$ cat config.mk
export PLATFORM = sky130hd
export DESIGN_NAME = page_frame_replacement_fifo_lru
export DESIGN_NICKNAME = d
export VERILOG_FILES = /design/src/hw/rtl/prfl_pkg.sv /design/src/hw/rtl/prfl_cell.sv /design/src/hw/rtl/page_frame_replacement_fifo_lru.sv
export SDC_FILE = /design/constraint.sdc
export NUM_CORES = 1
export LEC_CHECK = 0
export BUFFER_PORTS_ARGS = -buffer_cell sky130_fd_sc_hd__buf_4
export CELL_PAD_IN_SITES_DETAIL_PLACEMENT = 2
export CELL_PAD_IN_SITES_GLOBAL_PLACEMENT = 2
export CORE_MARGIN = 2
export CORE_UTILIZATION = 43
export CTS_CLUSTER_DIAMETER = 120
export CTS_CLUSTER_SIZE = 12
export DETAILED_ROUTE_END_ITERATION = 7
export PLACE_DENSITY = 0.86
export SYNTH_ARGS = -nofsm -noshare
export SYNTH_HDL_FRONTEND = slang
export SYNTH_SLANG_ARGS = --single-unit
$ cat constraint.sdc
create_clock -name clk_i -period 15.4 [get_ports clk_i]
set_clock_uncertainty 0.2 [all_clocks]
set_input_delay 1.54 -clock clk_i [delete_from_list [all_inputs] [get_ports clk_i]]
set_output_delay 1.54 -clock clk_i [all_outputs]
set_load 0.02 [all_outputs]
$ cat src/hw/rtl/prfl_pkg.sv
// Shared types and constants of the page frame replacement unit.
package prfl_pkg;

  // Fixed widths of the stream fields.
  localparam int unsigned PageInW   = 16;
  localparam int unsigned IdxW      = 6;
  localparam int unsigned CountW    = 16;
  localparam int unsigned OutDataW  = 40;

  // Default sizing of the frame set.
  localparam int unsigned DefFrames   = 4;
  localparam int unsigned DefPageBits = 16;

  // Replacement policy codes.
  typedef enum logic {
    POLICY_FIFO = 1'b0,
    POLICY_LRU  = 1'b1
  } policy_e;

  // Lookup results that ripple from cell to cell, lowest frame first.
  typedef struct packed {
    logic            hit;
    logic [IdxW-1:0] hit_idx;
    logic [IdxW-1:0] hit_rank;
    logic            empty;
    logic [IdxW-1:0] empty_idx;
    logic [IdxW-1:0] best_rank;
    logic [IdxW-1:0] best_idx;
  } chain_t;

  // Update command broadcast to every cell for one accepted beat.
  typedef struct packed {
    logic            en;
    logic            load;
    logic            promote;
    logic            age_all;
    logic [IdxW-1:0] idx;
    logic [IdxW-1:0] limit;
  } upd_t;

endpackage

$ cat src/hw/rtl/prfl_cell.sv
// One frame cell: holds a page, a valid bit and an age rank, and extends the lookup chain.
module prfl_cell #(
  parameter int unsigned IDX       = 0,
  parameter int unsigned RANK_W    = 2,
  parameter int unsigned PAGE_BITS = prfl_pkg::DefPageBits
) (
  input  logic                   clk_i,
  input  logic                   rst_ni,
  input  logic [PAGE_BITS-1:0]   page_i,
  input  prfl_pkg::chain_t       chain_i,
  output prfl_pkg::chain_t       chain_o,
  input  prfl_pkg::upd_t         upd_i,
  output logic [PAGE_BITS-1:0]   page_o,
  output logic                   valid_o,
  output logic                   hit_o
);

  localparam logic [prfl_pkg::IdxW-1:0] MyIdx = prfl_pkg::IdxW'(IDX);

  logic [PAGE_BITS-1:0] page_q;
  logic                 valid_q;
  logic [RANK_W-1:0]    rank_q, rank_d;
  logic [prfl_pkg::IdxW-1:0] rank_ext;
  logic                 sel;

  assign rank_ext = prfl_pkg::IdxW'(rank_q);
  assign hit_o    = valid_q && (page_q == page_i);
  assign page_o   = page_q;
  assign valid_o  = valid_q;
  assign sel      = (upd_i.idx == MyIdx);

  // Extend the chain: first hit, first empty frame and oldest rank win.
  always_comb begin
    chain_o = chain_i;
    if (!chain_i.hit && hit_o) begin
      chain_o.hit      = 1'b1;
      chain_o.hit_idx  = MyIdx;
      chain_o.hit_rank = rank_ext;
    end
    if (!chain_i.empty && !valid_q) begin
      chain_o.empty     = 1'b1;
      chain_o.empty_idx = MyIdx;
    end
    if (rank_ext > chain_i.best_rank) begin
      chain_o.best_rank = rank_ext;
      chain_o.best_idx  = MyIdx;
    end
  end

  // On a promote the selected frame becomes youngest; younger valid frames, or all on a fill, age by one.
  always_comb begin
    rank_d = rank_q;
    if (upd_i.en && upd_i.promote) begin
      if (sel) begin
        rank_d = '0;
      end else if (valid_q && (upd_i.age_all || (rank_ext < upd_i.limit))) begin
        rank_d = rank_q + RANK_W'(1);
      end
    end
  end

  // Control state of the frame.
  always_ff @(posedge clk_i or negedge rst_ni) begin
    if (!rst_ni) begin
      valid_q <= 1'b0;
      rank_q  <= '0;
    end else begin
      rank_q <= rank_d;
      if (upd_i.en && upd_i.load && sel) begin
        valid_q <= 1'b1;
      end
    end
  end

  // Page payload is only read while the frame is valid.
  always_ff @(posedge clk_i) begin
    if (upd_i.en && upd_i.load && sel) begin
      page_q <= page_i;
    end
  end

endmodule

$ cat src/hw/rtl/page_frame_replacement_fifo_lru.sv
// Top level of the page frame replacement unit with FIFO and LRU policies.
// A result beat is registered on the master side in the cycle after its reference is accepted.
// Throughput: one reference per cycle; the lookup ripples combinationally through FRAMES cells.
// The slave side stalls only while an earlier result beat waits on the master side.
// Reset empties all frames, clears ranks and the fault count, and selects FIFO policy.
module page_frame_replacement_fifo_lru #(
  parameter int unsigned FRAMES    = prfl_pkg::DefFrames,
  parameter int unsigned PAGE_BITS = prfl_pkg::DefPageBits
) (
  input  logic                           clk_i,
  input  logic                           rst_ni,
  // Configuration write channel: policy_mode.
  input  logic                           cfg_valid_i,
  output logic                           cfg_ready_o,
  input  logic                           cfg_data_i,
  // Reference stream.
  input  logic                           s_axis_tvalid,
  output logic                           s_axis_tready,
  input  logic [prfl_pkg::PageInW-1:0]   s_axis_tdata,  // [15:0] page_number
  // Result stream.
  output logic                           m_axis_tvalid,
  input  logic                           m_axis_tready,
  // [0] page_fault, [6:1] frame_index, [7] evicted_valid,
  // [23:8] evicted_page, [39:24] fault_total
  output logic [prfl_pkg::OutDataW-1:0]  m_axis_tdata
);

  localparam int unsigned IdxBits = (FRAMES > 1) ? $clog2(FRAMES) : 1;
  localparam logic [prfl_pkg::CountW-1:0] CountMax = '1;

  prfl_pkg::policy_e         policy_q;
  prfl_pkg::chain_t          chain [FRAMES+1];
  prfl_pkg::upd_t            upd;
  logic [PAGE_BITS-1:0]      page_in;
  logic [PAGE_BITS-1:0]      cell_page [FRAMES];
  logic [FRAMES-1:0]         cell_valid;
  logic [FRAMES-1:0]         cell_hit;
  logic                      accept;
  logic                      fault, evict;
  logic [PAGE_BITS-1:0]      ev_page;
  logic [prfl_pkg::CountW-1:0] fault_q, fault_d;
  logic                      m_valid_q;
  logic [prfl_pkg::OutDataW-1:0] m_data_q, m_data_d;

  assign page_in       = PAGE_BITS'(s_axis_tdata);
  assign s_axis_tready = !m_valid_q || m_axis_tready;
  assign accept        = s_axis_tvalid && s_axis_tready;
  assign cfg_ready_o   = 1'b1;
  assign m_axis_tvalid = m_valid_q;
  assign m_axis_tdata  = m_data_q;

  // Policy register.
  always_ff @(posedge clk_i or negedge rst_ni) begin
    if (!rst_ni) begin
      policy_q <= prfl_pkg::POLICY_FIFO;
    end else if (cfg_valid_i) begin
      policy_q <= prfl_pkg::policy_e'(cfg_data_i);
    end
  end

  // Lookup chain enters at frame zero with nothing found.
  assign chain[0] = '0;

  for (genvar g = 0; g < FRAMES; g++) begin : g_cell
    prfl_cell #(
      .IDX       (g),
      .RANK_W    (IdxBits),
      .PAGE_BITS (PAGE_BITS)
    ) u_cell (
      .clk_i   (clk_i),
      .rst_ni  (rst_ni),
      .page_i  (page_in),
      .chain_i (chain[g]),
      .chain_o (chain[g+1]),
      .upd_i   (upd),
      .page_o  (cell_page[g]),
      .valid_o (cell_valid[g]),
      .hit_o   (cell_hit[g])
    );
  end

  // Decide hit, fill of an empty frame or eviction of the oldest frame.
  always_comb begin
    upd         = '0;
    upd.en      = accept;
    fault       = 1'b0;
    evict       = 1'b0;
    ev_page     = '0;
    priority if (chain[FRAMES].hit) begin
      upd.idx     = chain[FRAMES].hit_idx;
      upd.limit   = chain[FRAMES].hit_rank;
      upd.promote = (policy_q == prfl_pkg::POLICY_LRU);
    end else if (chain[FRAMES].empty) begin
      fault       = 1'b1;
      upd.idx     = chain[FRAMES].empty_idx;
      upd.load    = 1'b1;
      upd.promote = 1'b1;
      upd.age_all = 1'b1;
    end else begin
      fault       = 1'b1;
      evict       = 1'b1;
      upd.idx     = chain[FRAMES].best_idx;
      upd.limit   = chain[FRAMES].best_rank;
      upd.load    = 1'b1;
      upd.promote = 1'b1;
      ev_page     = cell_page[chain[FRAMES].best_idx[IdxBits-1:0]];
    end
  end

  // Saturating fault count.
  always_comb begin
    fault_d = fault_q;
    if (accept && fault && (fault_q != CountMax)) begin
      fault_d = fault_q + prfl_pkg::CountW'(1);
    end
  end

  assign m_data_d = {fault_d, prfl_pkg::PageInW'(ev_page), evict, upd.idx, fault};

  // Fault counter and output valid.
  always_ff @(posedge clk_i or negedge rst_ni) begin
    if (!rst_ni) begin
      fault_q   <= '0;
      m_valid_q <= 1'b0;
    end else begin
      fault_q <= fault_d;
      if (accept) begin
        m_valid_q <= 1'b1;
      end else if (m_axis_tready) begin
        m_valid_q <= 1'b0;
      end
    end
  end

  // Result beat payload.
  always_ff @(posedge clk_i) begin
    if (accept) begin
      m_data_q <= m_data_d;
    end
  end

  // Resident pages are distinct, so at most one cell can hit.
  a_single_hit: assert property (@(posedge clk_i) disable iff (!rst_ni)
    $onehot0(cell_hit))
    else $error("more than one frame hit");

  // An accepted reference always yields a result beat next cycle.
  a_result_follows: assert property (@(posedge clk_i) disable iff (!rst_ni)
    accept |=> m_axis_tvalid)
    else $error("result beat missing after accept");

  // Eviction is only reported together with a fault.
  a_evict_fault: assert property (@(posedge clk_i) disable iff (!rst_ni)
    (m_axis_tvalid && m_axis_tdata[7]) |-> m_axis_tdata[0])
    else $error("eviction without fault");

  // The fault count never decreases.
  a_count_mono: assert property (@(posedge clk_i) disable iff (!rst_ni)
    1'b1 |=> (fault_q >= $past(fault_q)))
    else $error("fault count decreased");

  // Once every frame is loaded, frames stay loaded.
  a_full_stays: assert property (@(posedge clk_i) disable iff (!rst_ni)
    (&cell_valid) |=> (&cell_valid))
    else $error("frame lost its valid bit");

endmodule

# Word-level counts from Yosys, hierarchy flattened
# Index checks and enable logic that the tools add are counted.
# Widths: inputs -> output; s select.
word_totals:
  regBits: 134
  in_bits: 22
  out_inout_bits: 43
  elab_cells: 123
classes:
  n_addsub: 5
  magnitude_cmp: 9
  eq_ne: 8
  muxes: 34
  bitwise_logic: 1
  reduce_logical: 48
op_table:
  columns: ["op", "count"]
  rows:
  - ["$eq 16x16->1", 4]
  - ["$mux 13", 4]
  - ["$mux 16", 3]
  - ["$bmux 16 s2", 1]
  - ["$mux 8", 4]
  - ["$mux 7", 4]
  - ["$lt 2x6->1", 4]
  - ["$logic_and 1x1->1", 22]
  - ["$add 16x1->16 const B", 1]
  - ["$mux 2", 8]
  - ["$ne 16x16->1 const B", 1]
  - ["$eq 6x2->1 const B", 2]
  - ["$mux 12", 1]
  - ["$mux 6", 2]
  - ["$logic_not 1->1", 10]
  - ["$reduce_bool 2->1", 5]
  - ["$add 2x1->2 const B", 4]
  - ["$reduce_and 2->1", 4]
  - ["$mux 1", 7]
  - ["$eq 6x1->1 const B", 1]
  - ["$gt 2x2->1", 3]
  - ["$logic_not 6->1", 1]
  - ["$logic_or 1x1->1", 5]
  - ["$ge 3x3->1 const B", 1]
  - ["3 further kinds", 3]

# Depth between registers and ports, before layout
# Gate-level depths: netlist (run 1).
depth:
  word_depth: 18
  ltp_mapped: 22
  depth_no_buf: 20

# Modules after synthesis
# Synthesis (run 1) repeated with hierarchy kept, for this count alone.
unflattened:
  cells_unflattened: 634
  hier_area_um2: 7473.4
modules_own_cells:
  columns: ["module", "n_inst", "cells_per_inst", "area_per_inst_um2", "seq_area_each_um2"]
  rows:
  - ["page_frame_replacement_fifo_lru", 1, 186, 2790.2, 1651.6]
  - ["prfl_cell (g_cell[1].u_cell ...)", 2, 112, 1169.9, 555.5]
  - ["prfl_cell (g_cell[0].u_cell)", 1, 112, 1176.1, 555.5]
  - ["prfl_cell (g_cell[3].u_cell)", 1, 112, 1167.4, 555.5]

# Worst setup path before layout (run 1)
# OpenSTA, ideal clock, no wires.
synth_timing:
  path_kind: "input to register"
  from: "input m_axis_tready"
  to: "register g_cell[3].u_cell.page_q[0] (enable)"
  setup_ns: 0.388
  arrival_ns: 4.490
  required_time_ns: 14.812
  slack_ns: 10.322
  path_stages: 7
  n_path_buf: 2
  cell_sequence: "nand2b_1 > and2_1 > clkbuf_1 > and3_1 > clkbuf_1 > nand2_1 > nor2_1"
synth_between:
  elab_chain_len: 4
synth_lines:
  columns: ["element", "line", "rtl"]
  rows:
  - ["start, declared", "page_frame_replacement_fifo_lru.sv:22", "input logic m_axis_tready,"]
  - ["$logic_or 1x1->1", "page_frame_replacement_fifo_lru.sv:46", "assign s_axis_tready = !m_valid_q || m_axis_tready;"]
  - ["$logic_and 1x1->1", "page_frame_replacement_fifo_lru.sv:47", "assign accept = s_axis_tvalid && s_axis_tready;"]
  - ["net accept", "page_frame_replacement_fifo_lru.sv:38", "logic accept;"]
  - ["$logic_and 1x1->1 (2 in series)", "prfl_cell.sv:77", "if (upd_i.en && upd_i.load && sel) begin"]
  - ["end signal, assigned", "prfl_cell.sv:78", "page_q <= page_i;"]
  - ["end, declared", "prfl_cell.sv:20", "logic [PAGE_BITS-1:0] page_q;"]
# The timed path passes the listed nets, and every way through them passes these cells.
# A chain may end at the register's enable or synchronous reset.

==> results of run 1 <==
-- per-layer routing --
metal / track usage / vias up
li1: - / 2233
met5: 0 / -
met1: 0.349 / 2647
met3: 0.0551 / 51
met2: 0.523 / 214
met4: 0.118 / 0
-- worst register-to-register path, cell delays in order, from the launching register on --
cell	delay, ps
dfrtp_1	440
inv_1	140
ha_1	240
nor2_1	100
ha_1	230
nand2b_1	660
a211o_1	270
nand2_1	80
ha_1	290
nor2b_1	260
or2_2	660
a31oi_1	240
ha_1	340
inv_1	80
o22ai_1	140
a41oi_1	310
a21oi_1	90
o22ai_1	290
and2_1	270
inv_1	80
nor2_1	190
buf_4	330
-- metrics by stage --
stage | cell area [um^2] | worst slack (ps)
floorplan | 6590 | 10320
global placement | 7200 | 9840
detailed placement | 7200 | 9350
CTS | 7760 | 9250
global route | 7760 | 8780
finish | 7760 | 9140
-- placed cells by master, fill, tap and decap left out, types with 3 or more instances in the layout --
| cell type | netlist | layout |
|---|---|---|
| xor2_1 | 23 | 23 |
| nand2b_1 | 4 | 4 |
| and4_1 | 7 | 7 |
| nor2_1 | 60 | 60 |
| or2_2 | 5 | 5 |
| buf_4 | 5 | 65 |
| nand3_1 | 39 | 39 |
| nand2_1 | 37 | 37 |
| clkinv_1 | 0 | 4 |
| o22a_1 | 4 | 4 |
| nor3_1 | 9 | 9 |
| xnor2_1 | 55 | 55 |
| clkbuf_16 | 0 | 17 |
| ha_1 | 15 | 15 |
| conb_1 | 2 | 5 |
| a21oi_1 | 20 | 20 |
| and2_1 | 5 | 4 |
| o21ai_0 | 6 | 6 |
| nand4_1 | 19 | 19 |
| o31a_1 | 3 | 3 |
| and3_1 | 7 | 7 |
| a311oi_1 | 16 | 16 |
| a211oi_1 | 3 | 3 |
| nor4_1 | 4 | 4 |
| clkinvlp_4 | 0 | 4 |
| inv_1 | 19 | 19 |
| o22ai_1 | 4 | 4 |
| dfrtp_1 | 30 | 30 |
| o21ai_1 | 3 | 3 |
| o211ai_1 | 3 | 3 |
| a2111oi_0 | 4 | 4 |
| edfxtp_1 | 100 | 100 |
-- sequential cells by signal, summed over array words and instances, names as in the netlist --
signal and count:
g_cell.u_cell.page_o 64, m_axis_tdata 36, fault_q 16, g_cell.u_cell.rank_q 8, g_cell.u_cell.valid_o 4, m_axis_tvalid 1
policy_q 1
-- worst paths after layout --
path,start,to,slack (ps),cells past startpoint
max,g_cell[0].u_cell.rank_q[0],g_cell[3].u_cell.page_o[4],9140,21
min,fault_q[9],fault_q[9],310,1
max reg2reg,g_cell[0].u_cell.rank_q[0],g_cell[3].u_cell.page_o[4],9140,21
min reg2reg,fault_q[9],fault_q[9],310,1
max in group asynchronous,rst_ni,fault_q[13],13840,1
min in group asynchronous,rst_ni,g_cell[1].u_cell.rank_q[0],840,1
-- cells in the mapped netlist (all sizes together), types with 3 or more instances --
library cell	number
nor3	10
edfxtp	100
dfrtp	30
buf	7
o21ai	9
and3	7
o22ai	4
o31a	3
a2111oi	4
o211ai	3
nand2	37
inv	19
and2	5
xor2	23
nand2b	4
and4	7
nor4	5
a211oi	3
o22a	4
clkbuf	18
xnor2	55
nand4	19
nor2	60
a21oi	20
a311oi	16
nand3	40
or2	6
ha	15
or4	3
-- kinds of logic after synthesis --
family,count (synthesis),synth area share
adders and majority gates,15,0.0285
other,2,0.00114
and+or+nand+nor,209,0.160
DFF,130,0.570
buffers and inverters,44,0.0293
xor gates and xnor gates,78,0.104
AOI/OAI and AO/OA,88,0.100
muxes,4,0.00646
-- area by class of cell --
cell class                 count  area share
sequential                   130       0.484
multi-input combinational    399       0.341
timing repair buffer          65      0.0629
clock buffer                  17      0.0548
tap                          188      0.0303
clock inverter                15      0.0182
inverter                      19     0.00919
==> results.py, run 1 <==
metrics = {
    "timing": {
        "grt_setup_unrepaired": "false",
        "setup_viol": 0,
        "fmaxAchievable_mhz": 160,
        "finalHoldViolations": 0,
        "timing.max_slew.rel_slack": 0.109,
        "tightest_slew_ps": 1340,
        "timing.final.max_slew_violations": 0,
        "fin_hold_ws_ps": 312,
        "period_minus_slack_ps": 6260,
        "final.setup.tns_ps": 0,
        "post-route-period-util": 0.407,
    },
    "layout": {
        "sequential_cell_area_um2": 3750,
        "multiInputGateArea_um2": 2650,
        "area_growth_pct": 17.9,
        "layout.nets": 669,
        "final-instance-count-excl-fill": 833,
        "fraction_of_final_layout_cells_with_drive_strength_greater_than_1": 0.171,
        "fillerInstances": 1470,
        "final_util": 0.514,
        "num_antenna_cells": 0,
    },
    "global_routing": {
        "antenna_violations_before_repair": 0,
        "overall_global_routing_resource_usage": 0.293,
        "grt_pass1_vias": 5585,
        "grt_max_degree": 46,
        "first_pass_grt_wire_length_um": 34500,
        "grt.overflow.total": 0,
    },
    "clocking": {
        "cts_setup_buffers": 0,
        "clock_sink_count": 130,
        "ctsRootBufferMaster": "clkbuf_16",
        "cts_htree_levels": 4,
        "cts-buffers-inserted": 17,
        "hold_buffers": 0,
        "cts.reportedPaths.clkPinSlew_ps": 60,
        "clockBufferDepth": 2,
        "ctsResizeCount": 0,
        "clock_latency_ps": 440,
        "tritoncts": "yes",
    },
    "synthesis": {
        "synth-async-reset-ratio": 0.231,
        "synth_edf_count": 100,
        "avgSynthCellArea_um2": 11.5,
        "ys.warnings.count": 0,
        "top_cells_by_area_synth": "edfxtp_1 46%, dfrtp_1 11%, xnor2_1 7.3%",
        "synth_top_area_cell": "edfxtp_1",
        "synth.lib_cells_used.distinct": 61,
        "syn-cell-area_um2": 6580,
        "post_synthesis_cell_count": 570,
        "synth_seq_area_share": 0.570,
        "ys_ff_latch": 130,
        "flip_flop_cell_with_the_highest_count_after_synthesis": "edfxtp_1",
        "synth_largest_type_area_fraction": 0.456,
    },
    "min_path": {
        "holdCritPathClass": "reg -> reg",
    },
    "critical_path": {
        "critPathTopFamily": "simple AND/OR/NAND/NOR gates",
        "critical-path-slowest-cell": "nand2b_1",
        "critical_path.startpoint_type": "register",
        "cp_data_arrival_time_ps": 6180,
        "crit_path_max_fanout": 34,
        "cp_cell_sequence": "inv_1 > ha_1 > nor2_1 > ha_1 > nand2b_1 > a211o_1 > nand2_1 > ha_1 > nor2b_1 > or2_2 > a31oi_1 > ha_1 > inv_1 > o22ai_1 > a41oi_1 > a21oi_1 > o22ai_1 > and2_1 > inv_1 > nor2_1 > buf_4",
        "timing.critical_path.mode_cell": "ha_1",
        "critical_path_start_end_classification": "reg -> reg",
        "crit_buf_inv": 4,
        "cp-end-kind": "register",
        "worst_ep_required_time_ps": 15310,
        "crit_path_max_incr_delay_ps": 660,
    },
    "floorplan": {
        "die_h_um": 128,
        "floorplan.die.width_um": 128,
        "core_um2": 15100,
        "floorplan.initialDensity": 0.436,
        "row_count": 45,
        "ioPinCount": 65,
        "total_die_area_um2": 16300,
    },
    "drt": {
        "first_iter_violations": 449,
        "met3_length_um": 1190,
        "drc": 0,
        "detailroute.wirelength.met2_um": 11900,
        "via_per_instance_ratio": 6.18,
        "routed-via-count": 5145,
        "drt-wirelength-per-cell_um": 27.3,
        "topRoutingLayerUsed": "met4",
        "remaining_antenna_violation_count_after_routing": 0,
        "routed_wirelength_um": 22800,
        "drtPass1Iterations": 5,
        "met1Wirelength_um": 8960,
    },
    "placement": {
        "post_detail_place_hpwl_um": 15400,
        "placed_cells": 801,
        "gp_congestion": 0.942,
        "port_buffers": 59,
    },
    "flow_run": {
        "drv_cap": 0,
    },
    "outcome": {
        "status": "finished, final reports clean",
    },
}
Power of run 1 is not shown: default switching activity piles up to over one toggle a cycle in this logic, so the estimate is an artifact.
==> inputs of run 2 (changes only) <==
--- a/config.mk
+++ b/config.mk
@@ -9,11 +9,11 @@
 export CELL_PAD_IN_SITES_DETAIL_PLACEMENT = 2
 export CELL_PAD_IN_SITES_GLOBAL_PLACEMENT = 2
 export CORE_MARGIN = 2
-export CORE_UTILIZATION = 43
+export CORE_UTILIZATION = 36
 export CTS_CLUSTER_DIAMETER = 120
 export CTS_CLUSTER_SIZE = 12
 export DETAILED_ROUTE_END_ITERATION = 7
-export PLACE_DENSITY = 0.86
+export PLACE_DENSITY = 0.77
 export SYNTH_ARGS = -nofsm -noshare
 export SYNTH_HDL_FRONTEND = slang
 export SYNTH_SLANG_ARGS = --single-unit
==> constraint.sdc (replaced) <==
create_clock -name clk_i -period 5.1 [get_ports clk_i]
set_clock_uncertainty 0.2 [all_clocks]
set_input_delay 0.51 -clock clk_i [delete_from_list [all_inputs] [get_ports clk_i]]
set_output_delay 0.51 -clock clk_i [all_outputs]
set_load 0.02 [all_outputs]
==> results.py, run 2 (synthesis results as in run 1) <==
metrics = {
    "timing": {
        "finalHoldViolations": 0,
        "setup_viol": 0,
        "timing.max_slew.rel_slack": 0.167,
        "fmaxAchievable_mhz": 207,
        "grt_setup_unrepaired": "false",
        "post-route-period-util": 0.946,
        "final.setup.tns_ps": 0,
        "period_minus_slack_ps": 4820,
        "tightest_slew_ps": 1240,
        "timing.final.max_slew_violations": 0,
    },
    "clocking": {
        "cts.reportedPaths.clkPinSlew_ps": 60,
        "clock_sink_count": 130,
        "ctsRootBufferMaster": "clkbuf_16",
        "clockBufferDepth": 2,
        "clock_latency_ps": 440,
        "cts_htree_levels": 4,
        "cts_setup_buffers": 0,
        "tritoncts": "yes",
        "cts-buffers-inserted": 17,
    },
    "floorplan": {
        "ioPinCount": 65,
        "core_um2": 18000,
        "row_count": 49,
        "die_h_um": 139,
        "total_die_area_um2": 19400,
        "floorplan.initialDensity": 0.366,
        "floorplan.die.width_um": 139,
    },
    "critical_path": {
        "critical_path.startpoint_type": "register",
        "worst_ep_required_time_ps": 5270,
        "cp-end-kind": "register",
        "crit_path_max_incr_delay_ps": 640,
        "worst_r2r_startpoint": "g_cell[0].u_cell.rank_q[1]",
        "critPathTopFamily": "simple AND/OR/NAND/NOR gates",
        "cp_data_arrival_time_ps": 5000,
        "critical_path_start_end_classification": "reg -> reg",
        "timing.critical_path.from": "g_cell[0].u_cell.rank_q[1]",
        "critical-path-slowest-cell": "or4b_2",
        "timing.critical_path.mode_cell": "ha_1",
        "cp_cell_sequence": "inv_1 > ha_1 > nor2_1 > ha_1 > nand2b_1 > a211o_1 > nand2_1 > ha_1 > nor2b_1 > or2_2 > a31oi_2 > ha_1 > inv_1 > o22ai_1 > a41oi_1 > or2_2 > o31a_1 > nand4_1 > or4b_2 > nand3_1",
        "crit_buf_inv": 2,
        "crit_path_max_fanout": 4,
    },
    "drt": {
        "drc": 0,
        "first_iter_violations": 305,
        "drtPass1Iterations": 4,
        "routed_wirelength_um": 21500,
        "via_per_instance_ratio": 5.67,
        "routed-via-count": 4989,
        "remaining_antenna_violation_count_after_routing": 0,
        "drt-wirelength-per-cell_um": 24.5,
    },
    "layout": {
        "num_antenna_cells": 0,
        "fillerInstances": 1805,
        "area_growth_pct": 20.6,
        "layout.nets": 675,
        "layout.cells.most_common": "edfxtp_1",
        "fraction_of_final_layout_cells_with_drive_strength_greater_than_1": 0.187,
        "number_of_flip_flops_in_the_largest_register": 64,
        "most-common-layout-cells": "100 x edfxtp_1, 67 x buf_4, 60 x nor2_1, 55 x xnor2_1, 39 x nand3_1",
    },
    "global_routing": {
        "grt.overflow.total": 0,
        "overall_global_routing_resource_usage": 0.229,
        "grt_max_degree": 36,
        "first_pass_grt_wire_length_um": 33400,
        "antenna_violations_before_repair": 0,
        "grt_pass1_vias": 5542,
    },
    "placement": {
        "port_buffers": 59,
        "gp_congestion": 0.873,
        "post_detail_place_hpwl_um": 14900,
    },
    "min_path": {
        "hold_path.startpoint": "cfg_valid_i",
        "holdCritPathClass": "in -> reg",
    },
    "flow_run": {
        "drv_cap": 0,
    },
    "outcome": {
        "status": "finished, final reports clean",
    },
}
-- run 2: what timing repair did --
action	CTS	global route
hold buffers	1	0
gates resized for setup	0	7
endpoints found under the hold margin	30	0
endpoints found under the setup margin	0	66
-- run 2: layout make-up --
type	instances	area, um^2	area share
Clock inverter	11	125	0.0158
Sequential cell	130	3750	0.473
Multi-Input combinational cell	399	2660	0.335
Timing Repair Buffer	71	547	0.0689
Clock buffer	21	493	0.0621
Tap cell	229	287	0.0361
Inverter	19	71.3	0.00898
-- run 2: per-layer routing --
layer	vias up	routed length, um	part of all wire	track usage
met2	115	11400	0.53	0.415
met4	0	506	0.023	0.0771
met3	28	701	0.033	0.0396
met5	-	0	0	0
li1	2242	-	-	-
met1	2604	8900	0.41	0.275
-- run 2: metrics by stage --
step	util	setup WS (ps)	cell area [um^2]	hold WS (ps)	std cells
after floorplan	-	160	6590	14.4	573
final	0.442	275	7940	72.7	880
after CTS	0.440	105	7910	61.1	880
after global routing	0.442	41.0	7940	80.2	880
after global placement	0.406	540	7280	272	847
after detailed placement	0.406	132	7280	274	847
-- run 2: path summary, 6_finish.rpt --
| kind | endpoint | slack, ps | depth (start not counted) |
|---|---|---|---|
| setup / recovery | g_cell[0].u_cell.rank_q[1] | 280 | 20 |
| hold / removal | policy_q | 70 | 2 |
| setup reg to reg | g_cell[0].u_cell.rank_q[1] | 280 | 20 |
| hold reg to reg | fault_q[11] | 290 | 1 |
| max in group asynchronous | fault_q[5] | 4010 | 2 |
| min in group asynchronous | g_cell[2].u_cell.rank_q[0] | 370 | 2 |
Power of run 2 is left out for the same reason.
